==> src/design/tdt_pkg.sv <==
// Shared types and constants of the timed address dedup table.
// No dependencies; imported by the controller, datapath and top level.
`timescale 1ns / 1ps

package tdt_pkg;

   localparam int TABLE_ENTRIES = 32;
   localparam int IDX_W = $clog2(TABLE_ENTRIES);
   localparam int CNT_W = $clog2(TABLE_ENTRIES + 1);
   localparam int ADDR_W = 48;
   localparam int TIME_W = 32;
   localparam int SLOT_W = 5;
   localparam logic [TIME_W-1:0] RELOG_RESET = 32'd300000;

   typedef enum logic [1:0] {
      ACT_SUPPRESSED = 2'd0,
      ACT_REFRESHED  = 2'd1,
      ACT_INSERTED   = 2'd2,
      ACT_EVICTED    = 2'd3
   } action_type;

   typedef enum logic [4:0] {
      ST_IDLE  = 5'b00001,
      ST_READ  = 5'b00010,
      ST_CHECK = 5'b00100,
      ST_PLACE = 5'b01000,
      ST_RESP  = 5'b10000
   } state_type;

   typedef struct packed {
      logic load;
      logic step;
      logic take_hit;
      logic place;
   } cmd_type;

   typedef struct packed {
      logic empty;
      logic hit;
      logic last;
   } status_type;

   function automatic logic [SLOT_W-1:0] slot_of(input logic [IDX_W-1:0] idx);
      logic [IDX_W+SLOT_W-1:0] wide;
      wide = {{SLOT_W{1'b0}}, idx};
      return wide[SLOT_W-1:0];
   endfunction

endpackage

==> src/design/tdt_ctrl.sv <==
// Sequencer of the dedup table: accept, scan, place, respond.
// Depends on tdt_pkg; drives commands to tdt_datapath.
`timescale 1ns / 1ps

module tdt_ctrl
   import tdt_pkg::*;
(
   input  logic       clock,
   input  logic       reset,
   input  logic       req_valid,
   output logic       req_ready,
   output logic       rsp_valid,
   input  logic       rsp_ready,
   input  status_type status,
   output cmd_type    cmd
);

   state_type state_ff, state_in;

   always_comb begin
      state_in = state_ff;
      cmd = '0;
      unique case (state_ff)
         ST_IDLE: begin
            if (req_valid) begin
               cmd.load = 1'b1;
               state_in = status.empty ? ST_PLACE : ST_READ;
            end
         end
         ST_READ: begin
            state_in = ST_CHECK;
         end
         ST_CHECK: begin
            if (status.hit) begin
               cmd.take_hit = 1'b1;
               state_in = ST_RESP;
            end else if (status.last) begin
               cmd.step = 1'b1;
               state_in = ST_PLACE;
            end else begin
               cmd.step = 1'b1;
               state_in = ST_READ;
            end
         end
         ST_PLACE: begin
            cmd.place = 1'b1;
            state_in = ST_RESP;
         end
         ST_RESP: begin
            if (rsp_ready) begin
               state_in = ST_IDLE;
            end
         end
         default: begin
            state_in = ST_IDLE;
         end
      endcase
   end

   always_ff @(posedge clock) begin
      if (reset) begin
         state_ff <= ST_IDLE;
      end else begin
         state_ff <= state_in;
      end
   end

   assign req_ready = (state_ff == ST_IDLE);
   assign rsp_valid = (state_ff == ST_RESP);

endmodule

==> src/design/tdt_datapath.sv <==
// Table stores, scan index, oldest tracking and result registers.
// Depends on tdt_pkg; commanded by tdt_ctrl.
`timescale 1ns / 1ps

module tdt_datapath
   import tdt_pkg::*;
(
   input  logic              clock,
   input  logic              reset,
   input  cmd_type           cmd,
   output status_type        status,
   input  logic [ADDR_W-1:0] req_device_address,
   input  logic [TIME_W-1:0] req_now_ms,
   input  logic              csr_write,
   input  logic [TIME_W-1:0] csr_relog_interval,
   output logic              rsp_suppressed,
   output logic [1:0]        rsp_action,
   output logic [SLOT_W-1:0] rsp_slot
);

   logic [ADDR_W-1:0] addr_mem [TABLE_ENTRIES];
   logic [TIME_W-1:0] time_mem [TABLE_ENTRIES];

   logic [ADDR_W-1:0] addr_ff, rd_addr_ff;
   logic [TIME_W-1:0] now_ff, rd_time_ff, min_time_ff, relog_ff;
   logic [IDX_W-1:0]  idx_ff, min_slot_ff;
   logic [CNT_W-1:0]  count_ff;
   logic              suppressed_ff;
   action_type        action_ff;
   logic [SLOT_W-1:0] slot_ff;

   logic [TIME_W-1:0] age;
   logic              full, in_window, take_min;
   logic [IDX_W-1:0]  place_idx;
   logic              addr_we, time_we;
   logic [IDX_W-1:0]  time_widx;

   assign age       = now_ff - rd_time_ff;
   assign in_window = (age < relog_ff);
   assign full      = (count_ff == CNT_W'(TABLE_ENTRIES));
   assign take_min  = (idx_ff == '0) || (rd_time_ff < min_time_ff);
   assign place_idx = full ? min_slot_ff : IDX_W'(count_ff);

   assign status.empty = (count_ff == '0);
   assign status.hit   = (rd_addr_ff == addr_ff);
   assign status.last  = ((CNT_W'(idx_ff) + CNT_W'(1)) == count_ff);

   assign addr_we   = cmd.place;
   assign time_we   = cmd.place || (cmd.take_hit && !in_window);
   assign time_widx = cmd.place ? place_idx : idx_ff;

   always_ff @(posedge clock) begin
      if (addr_we) begin
         addr_mem[place_idx] <= addr_ff;
      end
      if (time_we) begin
         time_mem[time_widx] <= now_ff;
      end
      rd_addr_ff <= addr_mem[idx_ff];
      rd_time_ff <= time_mem[idx_ff];
   end

   always_ff @(posedge clock) begin
      if (reset) begin
         count_ff <= '0;
         relog_ff <= RELOG_RESET;
      end else begin
         if (csr_write) begin
            relog_ff <= csr_relog_interval;
         end
         if (cmd.place && !full) begin
            count_ff <= count_ff + CNT_W'(1);
         end
      end
   end

   always_ff @(posedge clock) begin
      if (cmd.load) begin
         addr_ff <= req_device_address;
         now_ff  <= req_now_ms;
         idx_ff  <= '0;
      end
      if (cmd.step) begin
         if (take_min) begin
            min_time_ff <= rd_time_ff;
            min_slot_ff <= idx_ff;
         end
         idx_ff <= idx_ff + IDX_W'(1);
      end
      if (cmd.take_hit) begin
         suppressed_ff <= in_window;
         action_ff     <= in_window ? ACT_SUPPRESSED : ACT_REFRESHED;
         slot_ff       <= slot_of(idx_ff);
      end
      if (cmd.place) begin
         suppressed_ff <= 1'b0;
         action_ff     <= full ? ACT_EVICTED : ACT_INSERTED;
         slot_ff       <= slot_of(place_idx);
      end
   end

   assign rsp_suppressed = suppressed_ff;
   assign rsp_action     = action_ff;
   assign rsp_slot       = slot_ff;

endmodule

==> src/design/timed_address_dedup_table_unit.sv <==
// Operation: each slot in use is scanned in order, a read state then a check state per slot,
// set by the registered read port of the table memories. A hit answers at once; a miss, or
// an empty table, places the word in a free slot or over the oldest before answering.
// Flow: one word at a time; the next word is taken after the result is taken.
// Reset: synchronous; empties the table, sets relog_interval to 300000, no clearing pass.
`timescale 1ns / 1ps

module timed_address_dedup_table_unit
   import tdt_pkg::*;
(
   input  logic              clock,
   input  logic              reset,
   input  logic              req_valid,
   output logic              req_ready,
   input  logic [ADDR_W-1:0] req_device_address,
   input  logic [TIME_W-1:0] req_now_ms,
   output logic              rsp_valid,
   input  logic              rsp_ready,
   output logic              rsp_suppressed,
   output logic [1:0]        rsp_action,
   output logic [SLOT_W-1:0] rsp_slot,
   input  logic              csr_valid,
   output logic              csr_ready,
   input  logic [TIME_W-1:0] csr_relog_interval
);

   cmd_type    cmd;
   status_type status;

   assign csr_ready = 1'b1;

   tdt_ctrl u_ctrl (
      .clock     (clock),
      .reset     (reset),
      .req_valid (req_valid),
      .req_ready (req_ready),
      .rsp_valid (rsp_valid),
      .rsp_ready (rsp_ready),
      .status    (status),
      .cmd       (cmd)
   );

   tdt_datapath u_datapath (
      .clock              (clock),
      .reset              (reset),
      .cmd                (cmd),
      .status             (status),
      .req_device_address (req_device_address),
      .req_now_ms         (req_now_ms),
      .csr_write          (csr_valid && csr_ready),
      .csr_relog_interval (csr_relog_interval),
      .rsp_suppressed     (rsp_suppressed),
      .rsp_action         (rsp_action),
      .rsp_slot           (rsp_slot)
   );

endmodule
==> config.mk <==
export PLATFORM = sky130hd
export DESIGN_NAME = timed_address_dedup_table_unit
export DESIGN_NICKNAME = d
export VERILOG_FILES = /design/src/design/tdt_pkg.sv /design/src/design/tdt_ctrl.sv /design/src/design/tdt_datapath.sv /design/src/design/timed_address_dedup_table_unit.sv
export SDC_FILE = /design/constraint.sdc
export NUM_CORES = 2
export LEC_CHECK = 0
export BUFFER_PORTS_ARGS = -buffer_cell sky130_fd_sc_hd__buf_2
export CAP_MARGIN = 25
export CORE_AREA = 2 2 691 349
export DETAILED_ROUTE_END_ITERATION = 8
export DIE_AREA = 0 0 693 351
export PLACE_DENSITY_LB_ADDON = 0.2
export RECOVER_POWER = 25
export SLEW_MARGIN = 15
export SYNTH_ARGS = -nofsm -noshare
export SYNTH_HDL_FRONTEND = slang
export SYNTH_HIERARCHICAL = 1
export SYNTH_SLANG_ARGS = --single-unit
==> constraint.sdc <==
create_clock -name clock -period 8.9 [get_ports clock]
set_input_delay 0.89 -clock clock [delete_from_list [all_inputs] [get_ports clock]]
set_output_delay 0.89 -clock clock [all_outputs]
set_load 0.02 [all_outputs]
==> results.md <==
* Outcome: finished with violations
* Failing checks: capacitance limit, slew limit
* Required time worst endpoint at roughly 9400 ps
* Met2 WL post-DR at roughly 110,000 um
* Fin crit share at 0.841
* Synth Flop Type: edfxtp_1
* Routability congestion estimate at between 0.8 and 0.9
* Setup crit end kind: flop
* Post-CTS Hold Buffers at 0
* Dpl hpwl at 157,000 um
* Netlist Area Pre-Place at ~110,000 sq um
* DR pass1 iterations at 5
* GRT Residual Overflow at 0
* Fmax at around 130 MHz
* Largest net degree at the start of global routing at ~140
* Max-slew headroom at -0.335
* Hold Slack at roughly 160 ps
* DR iter-0 viols at between 7k and 8k
* Floorplan row count at 127
* Main area contributors after synthesis: edfxtp_1 74%, mux4_2 17%, dfxtp_1 2.3%
* Crit path launch type: flop
* Post-cts gate resize count at 0
* Die Height at between 300 and 400 um
* PwrDens at approximately 230 nW/um^2
* Worst Setup SP: u_datapath/now_ff[2]$_DFFE_PP_
* Die area at around 240,000 sq um
* Uppermost layer routed: met5
* Gate Count Post-Synth at ~4.7k
* Post-DP Area at 114,000 sq um
* Final min period at ~7500 ps
* Final total power at between 20 and 30 mW
* Leading area contributor after synthesis: edfxtp_1
* Area Growth Syn to Fin at 12.9%
* Routed vias/inst at 6.16
* Fraction of registers with async set/reset at 0
* DRC at 0
* Worst skew pair latency at 910 ps
* Ys Warns at 6
* Core Footprint at between 200,000 and 250,000 sq um
* Nets@finish at about 5.3k
* Fin Setup TNS at 0 ps
* Worst-Margin Slew at between 2000 and 2500 ps
* Clock Skews at 78.8 ps
* Hold Crit Start: req_device_address[39]
* Vias in the first global route at about 50k
* Critical path type: flop to flop
* Sequential area share after synthesis at 0.766
* Post-synth EDFFs at about 2.7k
* Commonest cells post-synth: 2,689 x edfxtp_1, 800 x mux4_2, 124 x dfxtp_1
* Fin area at approximately 120,000 sq um
* CTS tree: built
* Worst hold path class: input port to flop
* Final setup viols at 0
* Post-CTS Setup Bufs at 0
* Initial antenna violation count at 18
* First-pass GRT wire length at 393,000 um
* Launching point of the worst reg2reg path: u_datapath/now_ff[2]$_DFFE_PP_
* Via count at 52.2k
* WL met3 at 29,200 um
* Initial core utilization at 0.457
* Layout cells sized above 1 at 0.298
* Metal-1 WL at around 130,000 um
* Synthesized area per cell at between 20 and 25 sq um
* Peak VDD IR at 0.000170 V
* Worst-path clk slew at approximately 70 ps
* Die Wd at 693 um
* Count leader, synth: edfxtp_1
* Share of the synthesized area in the top cell type at 0.743
* Detailed Route WL at around 280,000 um
* Fin. max-slew vios at between 400 and 500
* Worst path arrival time at between 7000 and 8000 ps
* RSZ-0062 raised after global routing: no
* CTS Buffer Depth at 4
* Max_cap viols at 12
* Leakage power at 38.6 nW
* Synth unique cells at 68
* Largest driver fanout on the critical path at 33
* Routed wire length per instance at about 33 um
* CTS Sinks at 2,813
* # port buffers at approximately 130
* FF+latch count, synth at 2,813
* CTS Buf Count at about 240
* Syn Nets at between 4k and 5k
* Htree depth at 4
* FILL cells at ~18k
* Clock Tree Root: clkbuf_16
* GRT Total Usage at 0.229
* Hold Fails Final Rpt at 0
* I/O Pins at about 130
* Antenna Nets Post-Route at 0
## per-layer routing
metal	vias to the layer above	track usage
met3	280	0.0496
met2	2671	0.298
met4	2	0.0337
met1	28500	0.394
li1	20800	-
met5	-	0
## power by group
group	internal [mW]	switching, mW	total (mW)
sequential	14.8	0.165	14.9
combinational	1.08	1.61	2.69
clock	6.04	4.81	10.9
total	21.9	6.59	28.5
## layout by cell type, fill, tap and decap left out, drive strengths merged, types with 8 or more instances in the layout
| master | netlist | layout |
|---|---|---|
| nand3 | 18 | 18 |
| nor4 | 47 | 47 |
| nor2b | 10 | 10 |
| o211ai | 15 | 15 |
| clkbuf | 118 | 387 |
| mux2 | 81 | 81 |
| dfxtp | 124 | 124 |
| buf | 100 | 264 |
| mux4 | 800 | 800 |
| clkinv | 1 | 102 |
| xnor2 | 25 | 25 |
| o21ai | 26 | 26 |
| nor2 | 105 | 105 |
| a31oi | 8 | 8 |
| clkinvlp | 0 | 9 |
| mux2i | 26 | 26 |
| nand4 | 15 | 15 |
| inv | 110 | 117 |
| xor2 | 63 | 63 |
| a21oi | 50 | 50 |
| edfxtp | 2689 | 2689 |
| nand2 | 57 | 57 |
| a21o | 43 | 43 |
| ha | 97 | 97 |
| and3 | 11 | 11 |
| bufinv | 0 | 30 |
## worst max-delay path, stage by stage (launching register included)
cell and delay [ps]:
edfxtp_1 320, clkbuf_1 1430, ha_1 490, a21oi_1 270
nor2_1 120, o211ai_1 410, o31ai_1 220, a221oi_1 760
o21ai_0 250, xor2_1 190, ha_1 180, a21o_1 170
a21o_1 160, a21o_1 180, a221oi_1 310, o21ai_0 180
a31oi_4 480, buf_4 490, nor4_2 110, buf_4 350
## final timing paths
| kind | end | slack [ps] | cells after the start |
|---|---|---|---|
| max | u_datapath/time_mem[2][27]$_DFFE_PP_ | 1410 | 19 |
| min reg2reg | u_datapath/min_time_ff[4]$_DFFE_PP_ | 480 | 0 |
| max reg2reg | u_datapath/time_mem[2][27]$_DFFE_PP_ | 1410 | 19 |
| min | u_datapath/addr_ff[39]$_DFFE_PP_ | 160 | 1 |
## area by class of cell
type / instances / area [sq um] / share of cell area
flip-flops and latches: 2813 / 83200 / 0.679
diodes: 2 / 5.00 / 0.0000408
multi-input cells: 1590 / 24500 / 0.200
clock inverters: 147 / 1590 / 0.0130
well taps: 3160 / 3950 / 0.0323
inverters: 111 / 417 / 0.00340
clock buffers: 303 / 6480 / 0.0529
repair buffers: 348 / 2410 / 0.0197
## sequential cells by signal, indices dropped and copies added, names as in the netlist
register	count
u_datapath/rsp_suppressed	1
u_datapath/addr_ff	48
u_datapath/rsp_slot	5
u_datapath/rsp_action	2
u_datapath/min_slot_ff	5
u_datapath/idx_ff	5
u_ctrl/state_ff	5
u_datapath/relog_ff	32
u_datapath/rd_addr_ff	48
u_datapath/rd_time_ff	32
u_datapath/min_time_ff	32
u_datapath/now_ff	32
u_datapath/addr_mem	1536
u_datapath/count_ff	6
u_datapath/time_mem	1024
## stage by stage
step | cells | setup slack, ps | util
final | 8474 | 1410 | 0.515
after CTS | 8457 | 2480 | 0.515
after global placement | 7997 | 2400 | 0.480
after detailed placement | 8007 | 2530 | 0.481
after floorplan | 4732 | 1540 | -
after global routing | 8472 | 1080 | 0.515
## cells by family after synthesis
family,count (synthesis),share of synthesized area
flops,2813,0.766
mux,907,0.177
buf+inv,329,0.0128
simple gates,308,0.0142
compound gates,188,0.0115
fa+ha+maj,98,0.0114
xor+xnor,88,0.00710
other cells,1,0.0000345
No activity file was read; power rests on OpenSTA's default activity.
